File: src/hdl/efp_pkg.sv
// Types, constants and table builders for the escape-time fractal pixel block
package efp_pkg;

    localparam int DIM_MAX    = 4096;
    localparam int ITER_BITS  = 16;
    localparam int FRAC_BITS  = 28;
    localparam int CIDX_BITS  = 10;
    localparam int COORD_W    = 32;
    localparam int PIX_W      = 12;
    localparam int DIM_W      = 13;
    localparam int CFG_IDX_W  = 3;
    localparam int LUT_SCALE  = 2 ** CIDX_BITS;
    localparam int LUT_DEPTH  = LUT_SCALE + 1;
    localparam int LUT_IDX_W  = $clog2(LUT_DEPTH);

    typedef enum logic [CFG_IDX_W-1:0] {
        CFG_MODE     = 3'd0,
        CFG_X_MIN    = 3'd1,
        CFG_X_MAX    = 3'd2,
        CFG_Y_MIN    = 3'd3,
        CFG_Y_MAX    = 3'd4,
        CFG_WIDTH    = 3'd5,
        CFG_HEIGHT   = 3'd6,
        CFG_MAX_ITER = 3'd7
    } t_cfg_idx;

    localparam logic                      RST_MODE     = 1'b0;
    localparam logic signed [COORD_W-1:0] RST_X_MIN    = -32'sd671088640;
    localparam logic signed [COORD_W-1:0] RST_X_MAX    = 32'sd268435456;
    localparam logic signed [COORD_W-1:0] RST_Y_MIN    = -32'sd268435456;
    localparam logic signed [COORD_W-1:0] RST_Y_MAX    = 32'sd268435456;
    localparam logic [DIM_W-1:0]          RST_WIDTH    = 13'd640;
    localparam logic [DIM_W-1:0]          RST_HEIGHT   = 13'd480;
    localparam logic [ITER_BITS-1:0]      RST_MAX_ITER = 16'd256;

    // Julia constant, rounded to nearest
    localparam longint JULIA_CR_MAG = ((64'd7 << FRAC_BITS) + 64'd5) / 64'd10;
    localparam longint JULIA_CI_MAG = ((64'd27015 << FRAC_BITS) + 64'd50000) / 64'd100000;
    localparam logic signed [COORD_W-1:0] JULIA_CR = COORD_W'(-JULIA_CR_MAG);
    localparam logic signed [COORD_W-1:0] JULIA_CI = COORD_W'(JULIA_CI_MAG);

    // |z|^2 limit of 4 in Q(2F)
    localparam logic [63:0] ESC_BOUND = 64'd4 << (2 * FRAC_BITS);

    typedef struct packed {
        logic signed [COORD_W-1:0] re;
        logic signed [COORD_W-1:0] im;
    } t_point;

    typedef struct packed {
        logic                      mode;
        logic signed [COORD_W-1:0] x_min;
        logic signed [COORD_W-1:0] x_max;
        logic signed [COORD_W-1:0] y_min;
        logic signed [COORD_W-1:0] y_max;
        logic [DIM_W-1:0]          width;
        logic [DIM_W-1:0]          height;
        logic [ITER_BITS-1:0]      max_iter;
    } t_cfg;

    typedef logic [7:0] t_lut [LUT_DEPTH];

    function automatic logic signed [COORD_W-1:0] sat32(input logic signed [47:0] v);
        logic signed [COORD_W-1:0] res;
        if (v > 48'sd2147483647) begin
            res = 32'sh7FFFFFFF;
        end else if (v < -48'sd2147483648) begin
            res = 32'sh80000000;
        end else begin
            res = v[COORD_W-1:0];
        end
        return res;
    endfunction

    // Largest level k with (idx/S)^(p/q) >= (2k-1)/510, exact in integers
    function automatic logic [7:0] gamma_level(input int idx, input int p, input int q);
        logic [127:0] lhs;
        logic [127:0] rhs;
        int lo;
        int hi;
        int mid;
        lo = 0;
        hi = 255;
        while (lo < hi) begin
            mid = (lo + hi + 1) >> 1;
            lhs = 128'd1;
            rhs = 128'd1;
            for (int i = 0; i < p; i++) begin
                lhs = lhs * 128'(idx);
                rhs = rhs * 128'(LUT_SCALE);
            end
            for (int i = 0; i < q; i++) begin
                lhs = lhs * 128'd510;
                rhs = rhs * 128'(2 * mid - 1);
            end
            if (lhs >= rhs) begin
                lo = mid;
            end else begin
                hi = mid - 1;
            end
        end
        return 8'(lo);
    endfunction

    function automatic t_lut build_lut(input int p, input int q);
        t_lut t;
        for (int i = 0; i < LUT_DEPTH; i++) begin
            t[i] = gamma_level(i, p, q);
        end
        return t;
    endfunction

endpackage

File: src/hdl/efp_front.sv
// Front end: accepts pixels and maps them to points with a serial divider
module efp_front import efp_pkg::*; (
    input  logic             i_clk,
    input  logic             i_rst_n,
    input  t_cfg             i_cfg,
    input  logic             i_valid,
    output logic             o_stall,
    input  logic [PIX_W-1:0] i_pixel_col,
    input  logic [PIX_W-1:0] i_pixel_row,
    output logic             o_push,
    output t_point           o_point,
    input  logic             i_full
);

    localparam int DVD_W = 45;
    localparam int DVS_W = DIM_W + 1;
    localparam int CNT_W = $clog2(DVD_W);

    typedef enum logic [5:0] {
        F_IDLE = 6'b000001,
        F_MUL  = 6'b000010,
        F_ABS  = 6'b000100,
        F_DIV  = 6'b001000,
        F_FIN  = 6'b010000,
        F_PUSH = 6'b100000
    } t_fstate;

    t_fstate                   r_state, n_state;
    logic [PIX_W-1:0]          r_col, n_col, r_row, n_row;
    logic                      r_axis, n_axis;
    logic signed [46:0]        r_prod, n_prod;
    logic                      r_neg, n_neg;
    logic [DVD_W-1:0]          r_dvd, n_dvd;
    logic [DVS_W-1:0]          r_rem, n_rem;
    logic [CNT_W-1:0]          r_cnt, n_cnt;
    logic signed [COORD_W-1:0] r_px, n_px, r_py, n_py;

    logic [DIM_W-1:0]          dim_raw, dim_c;
    logic [DVS_W-1:0]          divisor;
    logic [PIX_W:0]            odd;
    logic signed [32:0]        diff;
    logic [DVS_W:0]            rem_sh;
    logic                      ge;
    logic [DVD_W:0]            fd_mag;
    logic signed [46:0]        fd;
    logic signed [47:0]        res;

    always_comb begin
        dim_raw = r_axis ? i_cfg.height : i_cfg.width;
        if (dim_raw == '0) begin
            dim_c = DIM_W'(1);
        end else if (dim_raw > DIM_W'(DIM_MAX)) begin
            dim_c = DIM_W'(DIM_MAX);
        end else begin
            dim_c = dim_raw;
        end
        divisor = {dim_c, 1'b0};
        odd     = r_axis ? {r_row, 1'b1} : {r_col, 1'b1};
        diff    = r_axis ? ($signed({i_cfg.y_max[31], i_cfg.y_max})
                           - $signed({i_cfg.y_min[31], i_cfg.y_min}))
                         : ($signed({i_cfg.x_max[31], i_cfg.x_max})
                           - $signed({i_cfg.x_min[31], i_cfg.x_min}));
        rem_sh  = {r_rem, r_dvd[DVD_W-1]};
        ge      = rem_sh >= {1'b0, divisor};
        // floor toward minus infinity for a negative numerator
        fd_mag  = {1'b0, r_dvd} + (DVD_W+1)'(r_neg && (r_rem != '0));
        fd      = r_neg ? -$signed({1'b0, fd_mag}) : $signed({1'b0, fd_mag});
        res     = r_axis ? (48'(i_cfg.y_max) - 48'(fd)) : (48'(i_cfg.x_min) + 48'(fd));
    end

    always_comb begin
        n_state = r_state;
        n_col   = r_col;
        n_row   = r_row;
        n_axis  = r_axis;
        n_prod  = r_prod;
        n_neg   = r_neg;
        n_dvd   = r_dvd;
        n_rem   = r_rem;
        n_cnt   = r_cnt;
        n_px    = r_px;
        n_py    = r_py;
        case (r_state)
            F_IDLE: begin
                if (i_valid) begin
                    n_col   = i_pixel_col;
                    n_row   = i_pixel_row;
                    n_axis  = 1'b0;
                    n_state = F_MUL;
                end
            end
            F_MUL: begin
                n_prod  = 47'($signed({1'b0, odd}) * diff);
                n_state = F_ABS;
            end
            F_ABS: begin
                n_neg   = r_prod[46];
                n_dvd   = r_prod[46] ? DVD_W'(-r_prod) : DVD_W'(r_prod);
                n_rem   = '0;
                n_cnt   = '0;
                n_state = F_DIV;
            end
            F_DIV: begin
                n_rem = ge ? DVS_W'(rem_sh - {1'b0, divisor}) : DVS_W'(rem_sh);
                n_dvd = {r_dvd[DVD_W-2:0], ge};
                n_cnt = r_cnt + 1'b1;
                if (r_cnt == CNT_W'(DVD_W - 1)) begin
                    n_state = F_FIN;
                end
            end
            F_FIN: begin
                if (r_axis) begin
                    n_py    = sat32(res);
                    n_state = F_PUSH;
                end else begin
                    n_px    = sat32(res);
                    n_axis  = 1'b1;
                    n_state = F_MUL;
                end
            end
            F_PUSH: begin
                if (!i_full) begin
                    n_state = F_IDLE;
                end
            end
            default: n_state = F_IDLE;
        endcase
    end

    always_ff @(posedge i_clk) begin
        if (!i_rst_n) begin
            r_state <= F_IDLE;
        end else begin
            r_state <= n_state;
        end
        r_col  <= n_col;
        r_row  <= n_row;
        r_axis <= n_axis;
        r_prod <= n_prod;
        r_neg  <= n_neg;
        r_dvd  <= n_dvd;
        r_rem  <= n_rem;
        r_cnt  <= n_cnt;
        r_px   <= n_px;
        r_py   <= n_py;
    end

    assign o_stall    = (r_state != F_IDLE);
    assign o_push     = (r_state == F_PUSH) && !i_full;
    assign o_point.re = r_px;
    assign o_point.im = r_py;

endmodule

File: config.mk
export PLATFORM = sky130hd
export DESIGN_NAME = efp_front
export DESIGN_NICKNAME = d
export VERILOG_FILES = /design/src/hdl/efp_pkg.sv /design/src/hdl/efp_front.sv
export SDC_FILE = /design/constraint.sdc
export NUM_CORES = 2
export LEC_CHECK = 0
export BUFFER_PORTS_ARGS = -buffer_cell sky130_fd_sc_hd__buf_2
export CAP_MARGIN = 5
export CORE_ASPECT_RATIO = 1.2
export CORE_UTILIZATION = 25
export DETAILED_ROUTE_END_ITERATION = 8
export PLACE_DENSITY_LB_ADDON = 0.25
export SYNTH_ARGS = -nofsm -noshare
export SYNTH_HDL_FRONTEND = slang
export SYNTH_SLANG_ARGS = --single-unit
File: constraint.sdc
create_clock -name i_clk -period 16.9 [get_ports i_clk]
set_clock_uncertainty 0.15 [all_clocks]
set_input_delay 0.845 -clock i_clk [delete_from_list [all_inputs] [get_ports i_clk]]
set_output_delay 0.845 -clock i_clk [all_outputs]
set_load 0.02 [all_outputs]
# == Yosys cells after proc, flatten, opt, wreduce, memory -nomap -nowiden ==
# Cells that the tools add are included.
# classes
n_addsub,9
mul,1
order_cmp,4
n_eq_ne,11
muxes,21
n_bitwise,1
n_reduce_logical,12
# op_table
operator,count
$pmux 45 s2,1
$sub 32x32->33,2
$mux 32,2
$mux 13,4
$add 32x47->48,1
$gt 48x32->1 const B,1
$lt 48x32->1 const B,1
$mux 48,1
$sub 32x47->48,1
$mul 14x33->47,1
$mux 47,1
$neg 46->47,1
$add 45x1->46,1
$mux 45,1
$neg 45->45,1
$pmux 6 s6,1
$mux 33,1
$pmux 14 s2,1
$mux 6,4
$ge 15x14->1,1
$mux 14,1
$reduce_bool 14->1,1
$sub 14x14->14,1
$gt 13x13->1 const B,1
other kinds (19),27
# totals
regBits,208
inputBits,199
out_inout_bits,66
wordCells,70

# == Logic depth before layout (Yosys ltp) ==
# logic_depth
word_depth,10
ltp_mapped,41
depth_no_buf,41

# == Worst setup path after synthesis ==
# Ideal clock, no wire load.
# synth_timing
path_kind,in2reg
startpoint,input i_cfg[42] (netlist bit)
endpoint,"register r_prod[43], data pin"
setup_ps,264
arrival_ps,9372
t_required_ps,16486
slack_ps,7114
path_stages,39
n_path_buf,0
path_cell_list,inv_1 > ha_1 > inv_1 > fa_1 > a21o_1 > a21oi_1 > o21ai_0 > o31ai_1 > o21ai_0 > a21oi_1 > nor2_1 > o21ai_0 > nand2b_1 > xor2_1 > mux2_2 > inv_1 > nor2_1 > fa_1 > (+3 left out) > fa_1 > inv_1 > fa_1 > inv_1 > fa_1 > fa_1 > ha_1 > a21o_1 > a21oi_1 > nor2b_1 > a211o_1 > a211oi_1 > a21oi_1 > o311ai_0 > a31oi_1 > a221oi_1 > a31oi_1 > xor2_1
# synth_between
elab_chain_len,3
# synth_lines
element,line_no,source
from (decl),efp_front.sv:5,"input t_cfg i_cfg,"
$sub 32x32->33,efp_front.sv:60,"- $signed({i_cfg.y_min[31], i_cfg.y_min}))"
$mux 33,efp_front.sv:59,"diff = r_axis ? ($signed({i_cfg.y_max[31], i_cfg.y_max})"
$mul 14x33->47,efp_front.sv:93,"n_prod = 47'($signed({1'b0, odd}) * diff);"
to (signal assigned),efp_front.sv:139,r_prod <= n_prod;
to (decl),efp_front.sv:31,"logic signed [46:0] r_prod, n_prod;"
# No other way between the ends.
# A chain may end at the register's enable or synchronous reset.

# == Worst setup path after layout ==
# Same ends and word-level chain as after synthesis.

==> flow_summary_export.csv <==
group,metric,value,unit
timing,drv_slew,0,
synthesis,ys_seq_elements,207,
cells_and_area,syn2layout_area_growth,12.0,%
clock_tree,numClockSinks,207,
detailed_routing,num_vias,30226,
timing,period_share,64.6,%
setup_path,rrSetupSlack,6.66,ns
detailed_routing,drt-vias-per-instance,4.71,
detailed_routing,wl_per_cell,18.5,um
timing,setup_violations,0,
synthesis,synth_top_cell_by_area,"fa_1",
global_route,grt_overflow,0,
synthesis,synth_nets,5189,
timing,period_needed,10.92,ns
synthesis,synth_edf_count,201,
setup_path,cp-end-kind,"flip-flop",
detailed_routing,ant_nets,0,
synthesis,ys_async_sr_fraction,0,%
clock_tree,clock_latency,0.61,ns
synthesis,yosysSeqAreaShare,17.0,%
place,dpl.hpwl,100000,um
floorplanning,row_count,152,
global_route,grt_start_max_net_pins,70,
clock_tree,cts_buffers,26,
worst_hold_path,worstHoldEndpoint,"r_col[5]",
timing,rsz0062_at_grt,"false",
timing,worst_slew_pin_slew,1.16,ns
clock_tree,root_buffer,"clkbuf_16",
detailed_routing,dr.pass1.iters,5,
timing,setup_tns,0,ns
worst_hold_path,hp-start,"i_pixel_col[5]",
clock_tree,ctsResizeCount,0,
detailed_routing,drt_iter0_drc,1451,
setup_path,timing.rr.start,"r_axis",
setup_path,criticalPathCategory,"input pin to flip-flop",
setup_path,cp.required,17.10,ns
floorplanning,dieArea,146000,um^2
clock_tree,postCtsSetupBuffers,0,
floorplanning,die_h,419,um
clock_tree,clockBufferDepth,3,
setup_path,r2r_cells,31,
clock_tree,clkTransAtPathRegs,0.08,ns
clock_tree,htreeDepth,1,
global_route,antenna_found_initial,4,
clock_tree,cts_hold_buf,0,
setup_path,max_stage_delay,0.59,ns
synthesis,yosysTopAreaCellShare,21.8,%
cells_and_area,filler_cell_count,15585,
floorplanning,fp.dieW,349,um
floorplanning,core_area,143000,um^2
worst_hold_path,min-delay-path-class,"input pin to flip-flop",
setup_path,path_max_fanout,7,
outcome,run_status,"complete, no violations",
cells_and_area,diodes,0,
global_route,gr-usage-all-layers,16.2,%
timing,slew_headroom,22.4,%
cells_and_area,fin_nets,5360,
floorplanning,ios,265,
cells_and_area,layout-drive-gt1-share,9.76,%
detailed_routing,wl,119000,um
synthesis,syn_area_per_cell,8.39,um^2
detailed_routing,drc,0,
place,numPortBuffers,247,
setup_path,cp.arrival,11.12,ns
setup_path,reg2reg_to,"r_prod[46]",
global_route,grt_pass1_vias,31318,
run,max_cap_viol_count,0,
timing,hold_violations,0,
synthesis,netlist_area,36100,um^2
place,place.gp.congestion,0.933,
synthesis,netlist_instances,4308,
clock_tree,cts_tree,"built",
setup_path,crit_slowest_cell,"fa_1",
worst_hold_path,min_path_cells,1,
synthesis,yosys-top-cells-area,"fa_1 (22%), edfxtp_1 (17%), ha_1 (10%)",
synthesis,synthDistinctLibCells,100,
synthesis,yosysWarningCount,0,
timing,max_freq,0.0916,GHz
synthesis,synth_ff_type,"edfxtp_1",
global_route,grt_pass1_wl,183000,um
setup_path,start_kind,"input pin",
floorplanning,start_util,25.2,%
## per-stage QoR
step / instances / utilization (%) / cell area [um^2] / setup slack [ns] / hold WS, ns
2_1_floorplan: 4308 / - / 36100 / 7.11 / 0.274
3_3_place_gp: 6376 / 27.7 / 39600 / 5.29 / 0.454
3_5_place_dp: 6376 / 27.7 / 39600 / 5.33 / 0.447
4_1_cts: 6423 / 28.3 / 40500 / 5.93 / 0.209
5_1_grt: 6423 / 28.3 / 40500 / 5.26 / 0.219
6_report: 6423 / 28.3 / 40500 / 5.98 / 0.254
## cells in the final DEF (no fill, tap or decap), types with 43 or more instances in the layout
cell / n
a21o_1: 101
edfxtp_1: 201
fa_1: 394
nand2_1: 492
and2_1: 54
nor2_1: 357
nand3_1: 69
buf_2: 247
o21ai_1: 43
xnor2_1: 147
nor3_1: 54
nand4_1: 53
inv_1: 646
buf_4: 53
ha_1: 288
a21oi_1: 309
nand2b_1: 47
xor2_1: 166
o21ai_0: 142
## Yosys cell counts (34+ instances only)
master,n
a21o_1,101
a21oi_1,315
and2_1,56
buf_2,34
clkbuf_1,98
edfxtp_1,201
fa_1,394
ha_1,288
inv_1,647
nand2_1,493
nand2b_1,47
nand3_1,69
nand4_1,53
nor2_1,357
nor2b_1,42
nor3_1,54
o21a_1,37
o21ai_0,142
o21ai_1,43
xnor2_1,147
xor2_1,166
## cell families after synthesis
| logic type | Yosys count | synth area share [%] |
|---|---|---|
| compound gates | 913 | 16.1 |
| buf+inv | 808 | 8.67 |
| fa+ha+maj | 682 | 31.8 |
| mux | 50 | 1.46 |
| simple gates | 1335 | 17.4 |
| xor+xnor | 313 | 7.58 |
| flops | 207 | 17.0 |
## flip-flops by register name (all words and copies together) (netlist names), 6 cells and up
signal	cells
r_cnt	6
r_col	12
r_dvd	45
r_prod	46
r_px	32
r_py	32
r_rem	14
r_row	12
r_state	6
## area by class of cell
| cell class | count | area (um^2) | share of cell area (%) |
|---|---|---|---|
| clock inverters | 16 | 179 | 0.442 |
| well taps | 1925 | 2410 | 5.95 |
| clock buffers | 31 | 691 | 1.71 |
| inverters | 650 | 2440 | 6.03 |
| flip-flops and latches | 207 | 6160 | 15.2 |
| multi-input cells | 3293 | 26900 | 66.6 |
| repair buffers | 301 | 1650 | 4.09 |
## critical path: cells and delay by family
| kind | cells | cell delay (ns) |
|---|---|---|
| adders and majority gates | 9 | 3.96 |
| muxes | 1 | 0.39 |
| buffers and inverters | 9 | 0.99 |
| AOI/OAI and AO/OA | 16 | 4.20 |
| xor gates and xnor gates | 2 | 0.32 |
| and+or+nand+nor | 4 | 0.39 |
## per-layer routing
layer	vias up	global-route usage [%]	wire [um]
met5	-	0	39
met4	8	4.51	3280
met3	131	1.12	3650
met2	523	29.8	60100
met1	14769	20.1	51800
li1	14795	-	-
## worst max path at each step
| stage | startpoint | endpoint | slack, ns | cells past startpoint |
|---|---|---|---|---|
| 2_1_floorplan | i_cfg[42] | r_prod[43] | 7.11 | 39 |
| 3_3_place_gp | i_cfg[42] | r_prod[43] | 5.29 | 41 |
| 3_5_place_dp | i_cfg[42] | r_prod[43] | 5.33 | 41 |
| 4_1_cts | i_cfg[42] | r_prod[43] | 5.93 | 41 |
| 5_1_grt | i_cfg[42] | r_prod[43] | 5.26 | 41 |
| 6_report | i_cfg[42] | r_prod[43] | 5.98 | 41 |
Power is not shown: default switching activity piles up to over one toggle a cycle in this logic, so the estimate is an artifact.
