<file path="src/hdl/efp_pkg.sv">
// Types, constants and table builders for the escape-time fractal pixel block
package efp_pkg;

    localparam int DIM_MAX    = 4096;
    localparam int ITER_BITS  = 16;
    localparam int FRAC_BITS  = 28;
    localparam int CIDX_BITS  = 10;
    localparam int COORD_W    = 32;
    localparam int PIX_W      = 12;
    localparam int DIM_W      = 13;
    localparam int CFG_IDX_W  = 3;
    localparam int LUT_SCALE  = 2 ** CIDX_BITS;
    localparam int LUT_DEPTH  = LUT_SCALE + 1;
    localparam int LUT_IDX_W  = $clog2(LUT_DEPTH);

    typedef enum logic [CFG_IDX_W-1:0] {
        CFG_MODE     = 3'd0,
        CFG_X_MIN    = 3'd1,
        CFG_X_MAX    = 3'd2,
        CFG_Y_MIN    = 3'd3,
        CFG_Y_MAX    = 3'd4,
        CFG_WIDTH    = 3'd5,
        CFG_HEIGHT   = 3'd6,
        CFG_MAX_ITER = 3'd7
    } t_cfg_idx;

    localparam logic                      RST_MODE     = 1'b0;
    localparam logic signed [COORD_W-1:0] RST_X_MIN    = -32'sd671088640;
    localparam logic signed [COORD_W-1:0] RST_X_MAX    = 32'sd268435456;
    localparam logic signed [COORD_W-1:0] RST_Y_MIN    = -32'sd268435456;
    localparam logic signed [COORD_W-1:0] RST_Y_MAX    = 32'sd268435456;
    localparam logic [DIM_W-1:0]          RST_WIDTH    = 13'd640;
    localparam logic [DIM_W-1:0]          RST_HEIGHT   = 13'd480;
    localparam logic [ITER_BITS-1:0]      RST_MAX_ITER = 16'd256;

    // Julia constant, rounded to nearest
    localparam longint JULIA_CR_MAG = ((64'd7 << FRAC_BITS) + 64'd5) / 64'd10;
    localparam longint JULIA_CI_MAG = ((64'd27015 << FRAC_BITS) + 64'd50000) / 64'd100000;
    localparam logic signed [COORD_W-1:0] JULIA_CR = COORD_W'(-JULIA_CR_MAG);
    localparam logic signed [COORD_W-1:0] JULIA_CI = COORD_W'(JULIA_CI_MAG);

    // |z|^2 limit of 4 in Q(2F)
    localparam logic [63:0] ESC_BOUND = 64'd4 << (2 * FRAC_BITS);

    typedef struct packed {
        logic signed [COORD_W-1:0] re;
        logic signed [COORD_W-1:0] im;
    } t_point;

    typedef struct packed {
        logic                      mode;
        logic signed [COORD_W-1:0] x_min;
        logic signed [COORD_W-1:0] x_max;
        logic signed [COORD_W-1:0] y_min;
        logic signed [COORD_W-1:0] y_max;
        logic [DIM_W-1:0]          width;
        logic [DIM_W-1:0]          height;
        logic [ITER_BITS-1:0]      max_iter;
    } t_cfg;

    typedef logic [7:0] t_lut [LUT_DEPTH];

    function automatic logic signed [COORD_W-1:0] sat32(input logic signed [47:0] v);
        logic signed [COORD_W-1:0] res;
        if (v > 48'sd2147483647) begin
            res = 32'sh7FFFFFFF;
        end else if (v < -48'sd2147483648) begin
            res = 32'sh80000000;
        end else begin
            res = v[COORD_W-1:0];
        end
        return res;
    endfunction

    // Largest level k with (idx/S)^(p/q) >= (2k-1)/510, exact in integers
    function automatic logic [7:0] gamma_level(input int idx, input int p, input int q);
        logic [127:0] lhs;
        logic [127:0] rhs;
        int lo;
        int hi;
        int mid;
        lo = 0;
        hi = 255;
        while (lo < hi) begin
            mid = (lo + hi + 1) >> 1;
            lhs = 128'd1;
            rhs = 128'd1;
            for (int i = 0; i < p; i++) begin
                lhs = lhs * 128'(idx);
                rhs = rhs * 128'(LUT_SCALE);
            end
            for (int i = 0; i < q; i++) begin
                lhs = lhs * 128'd510;
                rhs = rhs * 128'(2 * mid - 1);
            end
            if (lhs >= rhs) begin
                lo = mid;
            end else begin
                hi = mid - 1;
            end
        end
        return 8'(lo);
    endfunction

    function automatic t_lut build_lut(input int p, input int q);
        t_lut t;
        for (int i = 0; i < LUT_DEPTH; i++) begin
            t[i] = gamma_level(i, p, q);
        end
        return t;
    endfunction

endpackage

</file>
<file path="src/hdl/efp_queue.sv">
// Two-entry point queue between the front end and the iteration engine
module efp_queue import efp_pkg::*; (
    input  logic   i_clk,
    input  logic   i_rst_n,
    input  logic   i_push,
    input  t_point i_point,
    output logic   o_full,
    input  logic   i_pop,
    output t_point o_point,
    output logic   o_empty
);

    t_point     r_mem [2];
    logic       r_wptr, r_rptr;
    logic [1:0] r_fill;

    always_ff @(posedge i_clk) begin
        if (!i_rst_n) begin
            r_wptr <= 1'b0;
            r_rptr <= 1'b0;
            r_fill <= '0;
        end else begin
            if (i_push) begin
                r_wptr <= !r_wptr;
            end
            if (i_pop) begin
                r_rptr <= !r_rptr;
            end
            r_fill <= r_fill + 2'(i_push) - 2'(i_pop);
        end
        if (i_push) begin
            r_mem[r_wptr] <= i_point;
        end
    end

    assign o_point = r_mem[r_rptr];
    assign o_full  = (r_fill == 2'd2);
    assign o_empty = (r_fill == 2'd0);

endmodule

</file>
<file path="config.mk">
export PLATFORM = sky130hd
export DESIGN_NAME = efp_queue
export DESIGN_NICKNAME = d
export VERILOG_FILES = /design/src/hdl/efp_pkg.sv /design/src/hdl/efp_queue.sv
export SDC_FILE = /design/constraint.sdc
export NUM_CORES = 1
export LEC_CHECK = 0
export BUFFER_PORTS_ARGS = -buffer_cell sky130_fd_sc_hd__buf_2
export CORE_MARGIN = 5
export CORE_UTILIZATION = 55
export DETAILED_ROUTE_END_ITERATION = 8
export PLACE_DENSITY_LB_ADDON = 0.2
export SYNTH_ARGS = -nofsm -noshare
export SYNTH_HDL_FRONTEND = slang
export SYNTH_SLANG_ARGS = --single-unit
</file>
<file path="constraint.sdc">
create_clock -name i_clk -period 9.47 [get_ports i_clk]
set_input_delay 2.3675 -clock i_clk [delete_from_list [all_inputs] [get_ports i_clk]]
set_output_delay 2.3675 -clock i_clk [all_outputs]
set_load 0.02 [all_outputs]
</file>
### Yosys cells after proc, flatten, opt, wreduce, memory -nomap -nowiden

Memory sizes are Yosys's and may differ from the RTL's. A register that Yosys moved wholly into a read port is not among the register bits.
Index checks and enable logic that the tools add are counted.

* bits in registers: 4
* bits in latches: 0
* memory bits (writable): 128
* memory bits (read-only): 0
* input bits: 68
* output and inout port bits: 66
* word-level logic and storage cells: 14
* memories: 1

* add/subtract/negate cells: 2
* multipliers: 0
* div/mod/pow operators: 0
* $lt $le $gt $ge: 0
* equal/unequal tests: 1
* shifts and indexed selects: 0
* multiplexer cells: 4
* bitwise logic cells: 0
* reductions and logical operators: 3

Memory list
* r_mem: words 2, bits a word 64, rd ports 1, clocked after Yosys merged registers in 1, write ports 1, RTL line efp_queue.sv:13 `t_point r_mem [2];`

Operators with widths (count)
* two-way mux 1 bit: 4
* adder 2 x 1 -> 2 bit: 1
* == test 2 bit, second input constant: 1
* zero test 1 bit: 2
* zero test 2 bit: 1
* subtractor 2 x 1 -> 2 bit: 1

### Depth between registers and ports, before layout

Gate-level depths: netlist of run 1.

* depth after elaboration: 3
* gate-level depth with buffers: 6
* depth with buffers taken out: 6

### Least setup slack after synthesis of run 1

OpenSTA, ideal clock, no wires.

* kind: input to register
* start point: in i_push
* end point: mem r_mem[0][0] in the netlist's numbering (enable)
* data arrival time: 5.213 ns
* required time: 8.975 ns
* path slack: 3.762 ns
* cell stages on the path: 1
* path buffers: 0
* path through: nor2b_1

* word-level cells in the longest chain between the ends: 2

RTL lines
* from (decl): RTL line efp_queue.sv:5 `input logic i_push,`
* two-way mux 1 bit: RTL line efp_queue.sv:31 `if (i_push) begin`
* two-way mux 1 bit (not written as such): RTL line efp_queue.sv:32 `r_mem[r_wptr] <= i_point;`
* to (decl): RTL line efp_queue.sv:13

Every way passes these cells.

==> results.ini, run 1 <==
[critical_path]
critPathMaxFanout=52
r2r_cells=2
cpLargestDelayFamily=buffers and inverters
crit_required_ps=7100
r2r_start=r_wptr
r2r_slack_ps=7890
cp.arrival_ps=2380
path_class=reg -> out
cp_slowest_stage_delay_ps=780
start_kind=flop
endpoint=o_point[63]
path_buf_inv=2
path_cells=buf_4, mux2_2, buf_2
rr_endpoint=r_mem[1][17]
slowest_stage=buf_4
cp.depth=3
end_kind=primary output

[sta]
max_freq_ghz=0.210
setup_viol=0
final.setup_skew_ps=7.60
tightest_slew_ps=959
fin_crit_ps=4750
slew_headroom=0.361
slew_viol_final=0
setup-tns-final_ps=0
fin_crit_sh=0.502
rsz0062_at_grt=no
final_hold_viol_count=0
setup_slack_ps=4720

[power]
swShare=0.219
power.switching_uw=332
cellLeakagePower_uw=0.00260
ir_drop_mv=0.152
total_power_uw=1520
clock_power_share=0.429
combPwrFrac=0.116
p_seq_frac=0.455
p_int_uw=1190
power_density_nw_per_um2=236

[clock_tree]
post_cts_resized=0
clk_latency_ps=500
cts_hold_buf=0
cts_setup_buffers=0
cts.htree.levels=4
cts_buffer_depth=2
cts.sinks=133
cts.clk_slew.worst_paths_ps=60
cts_buffers=17
cts_tree=built
clockRootBuffer=clkbuf_8

[drt]
wirelength_um=8510
vias=2437
drt_first_pass_iters=4
wl_per_cell_um=17.3
ant_nets=0
vias_per_cell=4.95
drt_first_iter_violations=119
drcViolationCount=0

[global_routing]
grt_pass1_vias=2558
antenna_found_initial=0
grt_max_degree=66
grt_util_all_layers=0.157
grt_pass1_wl_um=13200
grt-ovfl-total=0

[logic_synthesis]
synth_top_family_by_area=multiplexers
synth_simple_gate_area_frac=0.0105
synthAdderAreaFrac=0.00486
yosysWarningCount=0
synth_cells=220
synth_compound_area_frac=0.00146
yosys-top-cells-area=edfxtp_1, mux2_4, buf_12
ys_seq_area_frac=0.766
synth_cell_types=14
synth_xor_area_frac=0.00608
synth_fp_nets=290
synth-seq-cells=133
yosysTopAreaCell=edfxtp_1
muxShareOfSynthArea=0.184
avgSynthCellArea_um2=23.4
syn_area_um2=5150
synth_top_area_share=0.747

[floorplanning]
rows=35
chipHeight_um=107
core_area_um2=9200
initial_core_util=0.560
io_pins=134
die_w_um=107
die_area_um2=11400

[cells_and_area]
utilization=0.702
syn2layout_area_growth_pct=25.5
final_cell_area_um2=6460
num-nets-final=438
drive_above_1_share=0.606
diodes=0

[worst_hold_path]
worstHoldPathType=reg -> reg
min_from=r_rptr

[placed_design]
place_congestion=0.700
dpl-instance-area_um2=5850
post-place-ws_ps=5240
dp_hpwl_um=5520
portBuffers=133

[run]
maxCapViolCount=0

[outcome]
outcome=completed

synthesized netlist by cell type:
library cell  instances
edfxtp_1            128
mux2_4               60
buf_12                6
dfxtp_1               5
and2_1                4
mux2_2                4
nor2b_1               4
ha_1                  2
inv_1                 2
buf_6                 1
nor2_1                1
o21a_1                1
xnor3_1               1
xor2_1                1
area by class of cell:
cell class	instances	area (µm²)
Clock inverter	14	185
Sequential cell	133	3950
Clock buffer	18	418
Tap cell	111	139
Multi-Input combinational cell	78	1070
Fill cell	598	2740
Timing Repair Buffer	136	688
Inverter	2	7.51
per-layer routing:
layer,global-route usage,part of all wire,vias to the layer above
li1,-,-,1165
met1,0.183,0.40,1186
met5,0,0,-
met4,0.0502,0.011,0
met2,0.259,0.52,77
met3,0.0722,0.070,9
kinds of logic after synthesis:
logic type | count (synthesis)
compound gates | 1
xor+xnor | 2
fa+ha+maj | 2
buf+inv | 9
flops | 133
mux | 64
simple gates | 9
power groups by stage:
stage	Sequential [µW]	Combinational (µW)	Clock [µW]
after floorplan	701	134	0
after global placement	703	177	0
after detailed placement	705	180	0
after CTS	693	180	666
after global routing	695	188	698
final	693	177	652
placed cells by master (no fill, tap or decap), drive strengths merged:
cell type | Yosys | layout
buf | 7 | 136
edfxtp | 128 | 128
mux2 | 64 | 64
clkbuf | 0 | 18
clkinv | 0 | 7
dfxtp | 5 | 5
bufinv | 0 | 4
and2 | 4 | 4
nor2b | 4 | 4
clkinvlp | 0 | 3
inv | 2 | 2
ha | 2 | 2
nor2 | 1 | 1
xor2 | 1 | 1
o21a | 1 | 1
xnor3 | 1 | 1
through the flow:
step / std cells / hold WS [ps]
detailed placement: 460 / 578
global placement: 460 / 570
global route: 492 / 637
finish: 492 / 602
CTS: 492 / 611
floorplan: 220 / 555
worst min path at each step:
stage                  end  slack (ps)  cells after the start
finish                flop         600                      2
global route        r_rptr         640                      2
CTS                 r_rptr         610                      2
detailed placement  r_rptr         580                      2
global placement    r_rptr         570                      2
floorplan             flop         550                      2
registers in the layout, summed over array words and instances, names as in the netlist, named ones only:
signal / count
r_mem: 128
r_rptr: 1
r_wptr: 1
r_fill: 2
worst min-delay path: stages, from the launching register on:
cell,delay (ps)
dfxtp_1,330
xor2_1,80
and2_1,150
Note: power is estimated with default switching activity, not from simulation.
==> inputs of run 2 (changes only) <==
Settings changed: CORE_UTILIZATION 55 to 47.
Clock period 9.47 ns to 4 ns, I/O delays scaled along.
==> run 2 against run 1 <==
- routed wire length up 0.79%
- critical path depth is the same
- clock-buffer cell count is 1 lower
- power rose by 120%
- global-route usage fell by 2.2 points
- clock skew decreased by 2.6 ps
- first-iteration DRC count down 34%
- die area increased by 15%
- worst hold slack got worse by 32 ps
- sequential cell count unchanged
- sequential power up 140%
- core utilization is 11 points lower
==> results.ini, run 2 (same netlist as run 1, synthesis figures left out) <==
[power]
cellLeakagePower_uw=0.00256  ; -1.8%
power_density_nw_per_um2=513  ; +120%
ir_drop_mv=0.268  ; +76%

[clock_tree]
post_cts_resized=0  ; unchanged
cts.clk_slew.worst_paths_ps=50  ; about the same
cts.htree.levels=4  ; unchanged
cts.sinks=133  ; unchanged
cts_buffer_depth=2  ; unchanged
clockRootBuffer=clkbuf_8
cts_hold_buf=0  ; unchanged
cts_setup_buffers=0  ; unchanged
cts_buffers=17  ; unchanged
cts_tree=built
clk_latency_ps=490  ; about the same

[sta]
slew_viol_final=0  ; unchanged
fin_crit_ps=3040
final_hold_viol_count=0  ; unchanged
tightest_slew_ps=900  ; -58.8 ps
max_freq_ghz=0.328
fin_crit_sh=0.761
setup_viol=0  ; unchanged
slew_headroom=0.400  ; +0.0392
setup-tns-final_ps=0  ; unchanged
rsz0062_at_grt=no
final.setup_skew_ps=5.01  ; -2.58 ps

[floorplanning]
initial_core_util=0.477  ; -0.0828
core_area_um2=10800  ; +17%
chipHeight_um=115  ; +7.4%
die_w_um=115  ; +7.4%
rows=38  ; +8.6%
die_area_um2=13100  ; +15%
io_pins=134  ; unchanged

[critical_path]
crit_required_ps=3000  ; -4100 ps
r2r_cells=1  ; -1
cp.arrival_ps=2040  ; -340 ps
r2r_start=r_wptr
critPathMaxFanout=30  ; -42%
rr_endpoint=r_mem[1][61]
r2r_slack_ps=2430  ; -5460 ps
path_class=reg -> out
end_kind=primary output
start_kind=flop

[cells_and_area]
n_fill_cell=841  ; +41%
syn2layout_area_growth_pct=23.9
largest_reg_flops=128  ; unchanged
final_cell_mix=buf_2, edfxtp_1, mux2_4
seqCellArea_um2=3950  ; unchanged
utilization=0.591  ; -0.111
final_common_cell=buf_2
num-nets-final=438  ; unchanged
drive_above_1_share=0.598  ; -0.00789
instances_no_fill=516  ; +4.9%
reg_top3=r_mem: 128 flops, r_fill: 2 flops
largest-register=r_mem
diodes=0  ; unchanged
multi_input_area_um2=1070  ; +0.12%

[drt]
ant_nets=0  ; unchanged
vias=2428  ; -0.37%
wirelength_um=8580  ; +0.79%
vias_per_cell=4.71  ; -5.0%
drt_first_iter_violations=79  ; -34%
drt_first_pass_iters=4  ; unchanged
drcViolationCount=0  ; unchanged
wl_per_cell_um=16.6  ; -3.9%

[global_routing]
antenna_found_initial=1  ; +1
grt-ovfl-total=0  ; unchanged
grt_pass1_wl_um=13000  ; -1.6%
grt_util_all_layers=0.135  ; -0.0220
grt_max_degree=65  ; -1.5%
grt_pass1_vias=2677  ; +4.7%

[placed_design]
place_congestion=0.679  ; -2.9%
portBuffers=133  ; unchanged
dpl.cell_count=489  ; +6.3%

[outcome]
outcome=completed

[worst_hold_path]
min_delay_path_depth=2  ; unchanged
worstHoldPathType=reg -> reg
min_from=r_rptr

[run]
maxCapViolCount=0  ; unchanged

[run 2: area by class of cell]
class | count | area share
timing repair buffer | 136 | 0.112
tap | 140 | 0.0275
clock inverter | 10 | 0.00726
multi-input combinational | 78 | 0.168
clock buffer | 17 | 0.0649
inverter | 2 | 0.00118
sequential | 133 | 0.619
[run 2: how the worst max path moves through the flow]
stage | to | cells past startpoint
after global placement | o_point[34] | 3
after CTS | o_point[58] | 3
after detailed placement | o_point[58] | 3
after global routing | o_point[58] | 3
final | o_point[58] | 3
after floorplan | r_mem[0][0] | 1
[run 2: report_power, final]
group / switching (µW) / total [µW] / internal (µW)
clock: 489 / 1210 / 724
sequential: 37.1 / 1650 / 1610
combinational: 213 / 412 / 200
[run 2: worst max-delay path, stage by stage (launching register included)]
cell and delay, ps:
dfxtp_4 710, buf_4 350, mux2_4 320, buf_2 160
[run 2: routing by layer]
metal / GRT usage / wire [µm]
met1: 0.142 / 3270
met2: 0.238 / 4620
met3: 0.0529 / 602
met4: 0.0570 / 68
met5: 0 / 17
[run 2: metrics by stage]
step | setup WS, ps | instance area (µm²) | power [µW] | hold slack, ps
2_1_floorplan | 870 | 5150 | 1980 | 555
3_3_place_gp | 1460 | 5920 | 2090 | 559
3_5_place_dp | 1420 | 5920 | 2100 | 556
4_1_cts | 884 | 6380 | 3320 | 575
5_1_grt | 829 | 6380 | 3410 | 596
6_report | 955 | 6380 | 3270 | 569
==> inputs of run 3 (changes only) <==
Clock period 4 ns to 2.6 ns, I/O delays scaled along.
==> run 3 against run 2 <==
- sequential power increased by 52%
- first-iteration DRC count shrank 3.8%
- largest power group unchanged
- largest cell class unchanged
- sequential share of layout area fell by 1.2 points
- setup slack lost 770 ps
- global-route usage increased by 0.43 points
==> results.ini, run 3 (same netlist as run 1, synthesis figures left out) <==
[cells_and_area]
final_common_cell=buf_2
utilization=0.603  ; +0.0121
largest-register=r_mem
diodes=0  ; unchanged
drive_above_1_share=0.609  ; +0.0110
reg_top3=r_mem: 128 flops, r_fill: 2 flops
num-nets-final=441  ; +0.68%
largest_reg_flops=128  ; unchanged
syn2layout_area_growth_pct=26.5
final_cell_mix=buf_2, edfxtp_1, mux2_4
final_cell_area_um2=6510  ; +2.0%

[drt]
wirelength_um=8610  ; +0.42%
drt_first_iter_violations=76  ; -3.8%
ant_nets=0  ; unchanged
wl_per_cell_um=16.4  ; -1.1%
drt_first_pass_iters=4  ; unchanged
vias_per_cell=4.77  ; +1.3%
vias=2498  ; +2.9%
drcViolationCount=0  ; unchanged

[critical_path]
r2r_start=r_fill[0]
r2r_cells=6  ; +5
endpoint=o_point[1]
r2r_slack_ps=1210  ; -1220 ps
critPathMaxFanout=21  ; -30%
crit_required_ps=1950  ; -1050 ps
rr_endpoint=r_fill[1]
start_kind=flop
path_class=reg -> out
end_kind=primary output
cp.arrival_ps=1770  ; -270 ps

[floorplanning]
chipHeight_um=115  ; unchanged
io_pins=134  ; unchanged
rows=38  ; unchanged
die_area_um2=13100  ; unchanged
initial_core_util=0.477  ; unchanged
core_area_um2=10800  ; unchanged
die_w_um=115  ; unchanged

[clock_tree]
cts.htree.levels=4  ; unchanged
cts.clk_slew.worst_paths_ps=60  ; about the same
clk_latency_ps=510  ; +20 ps
cts.sinks=133  ; unchanged
cts_buffer_depth=2  ; unchanged
clockRootBuffer=clkbuf_8
cts_setup_buffers=0  ; unchanged
post_cts_resized=0  ; unchanged
cts_buffers=17  ; unchanged
cts_tree=built
cts_hold_buf=0  ; unchanged

[power]
cellLeakagePower_uw=0.00261  ; +2.3%
power_density_nw_per_um2=831  ; +62%
ir_drop_mv=0.477  ; +78%

[global_routing]
grt_max_degree=44  ; -32%
grt_pass1_vias=2693  ; +0.60%
grt-ovfl-total=0  ; unchanged
grt_util_all_layers=0.139  ; +0.00428
grt_pass1_wl_um=13400  ; +3.0%
antenna_found_initial=0  ; -1

[placed_design]
place_congestion=0.726  ; +6.9%
dp_hpwl_um=5740
dpl-instance-area_um2=5940  ; +0.38%
portBuffers=133  ; unchanged

[worst_hold_path]
worstHoldPathType=in -> reg

[sta]
final_hold_viol_count=0  ; unchanged
fin_crit_ps=2420
final.setup_skew_ps=7.37  ; +2.36 ps
max_freq_ghz=0.414
setup-tns-final_ps=0  ; unchanged
whs_ps=327  ; -242 ps
fin_crit_sh=0.930
setup_viol=0  ; unchanged
slew_headroom=0.667  ; +0.267
tightest_slew_ps=500  ; -400 ps
slew_viol_final=0  ; unchanged
rsz0062_at_grt=no

[outcome]
outcome=completed

[run]
maxCapViolCount=0  ; unchanged

[run 3: cell types whose count changed in the layout (fill, tap and decap cells not counted)]
cell / previous run / this run
clkinv_1: 5 / 1
buf_4: 1 / 4
clkbuf_1: 0 / 3
clkbuf_8: 1 / 4
bufinv_16: 0 / 2
clkinvlp_4: 1 / 3
clkinv_2: 4 / 3
[run 3: metal layers]
| metal | wire, µm | GRT usage | part of all wire | up-vias |
|---|---|---|---|---|
| met3 | 668 | 0.0476 | 0.078 | 17 |
| met4 | 174 | 0.0689 | 0.020 | 0 |
| met5 | 0 | 0 | 0 | - |
| li1 | - | - | - | 1172 |
| met1 | 3350 | 0.152 | 0.39 | 1219 |
| met2 | 4420 | 0.240 | 0.51 | 90 |
[run 3: power breakdown]
group          switching (µW)  internal [µW]
clock network             804           1430
logic                     353            310
registers                33.0           2480
total                    1190           4220
[run 3: area by class of cell]
cell class	instances	area, µm²
inverters	2	7.51
flip-flops and latches	133	3950
clock buffers	23	467
well taps	140	175
multi-input cells	78	1070
fillers	835	4290
repair buffers	139	736
clock inverters	9	101
[run 3: critical path, cell delays in order, from the launching register on]
cell	delay (ps)
dfxtp_4	350
buf_4	360
mux2_2	390
buf_2	160
[run 3: worst min path at each step]
stage | from | slack, ps | cells after the start | to
CTS | i_point[38] | 300 | 1 | r_mem[1][38]
global placement | r_rptr | 570 | 2 | flop
global route | i_point[37] | 300 | 1 | r_mem[1][37]
finish | i_point[52] | 330 | 1 | r_mem[1][52]
floorplan | r_rptr | 550 | 2 | flop
detailed placement | r_rptr | 560 | 2 | flop
[run 3: stage by stage]
stage | total power (µW) | setup slack [ps] | instances
3_5_place_dp | 3230 | 688 | 492
4_1_cts | 5480 | 138 | 524
3_3_place_gp | 3220 | 697 | 492
6_report | 5410 | 182 | 524
2_1_floorplan | 3040 | 18.5 | 220
5_1_grt | 5640 | 91.8 | 524
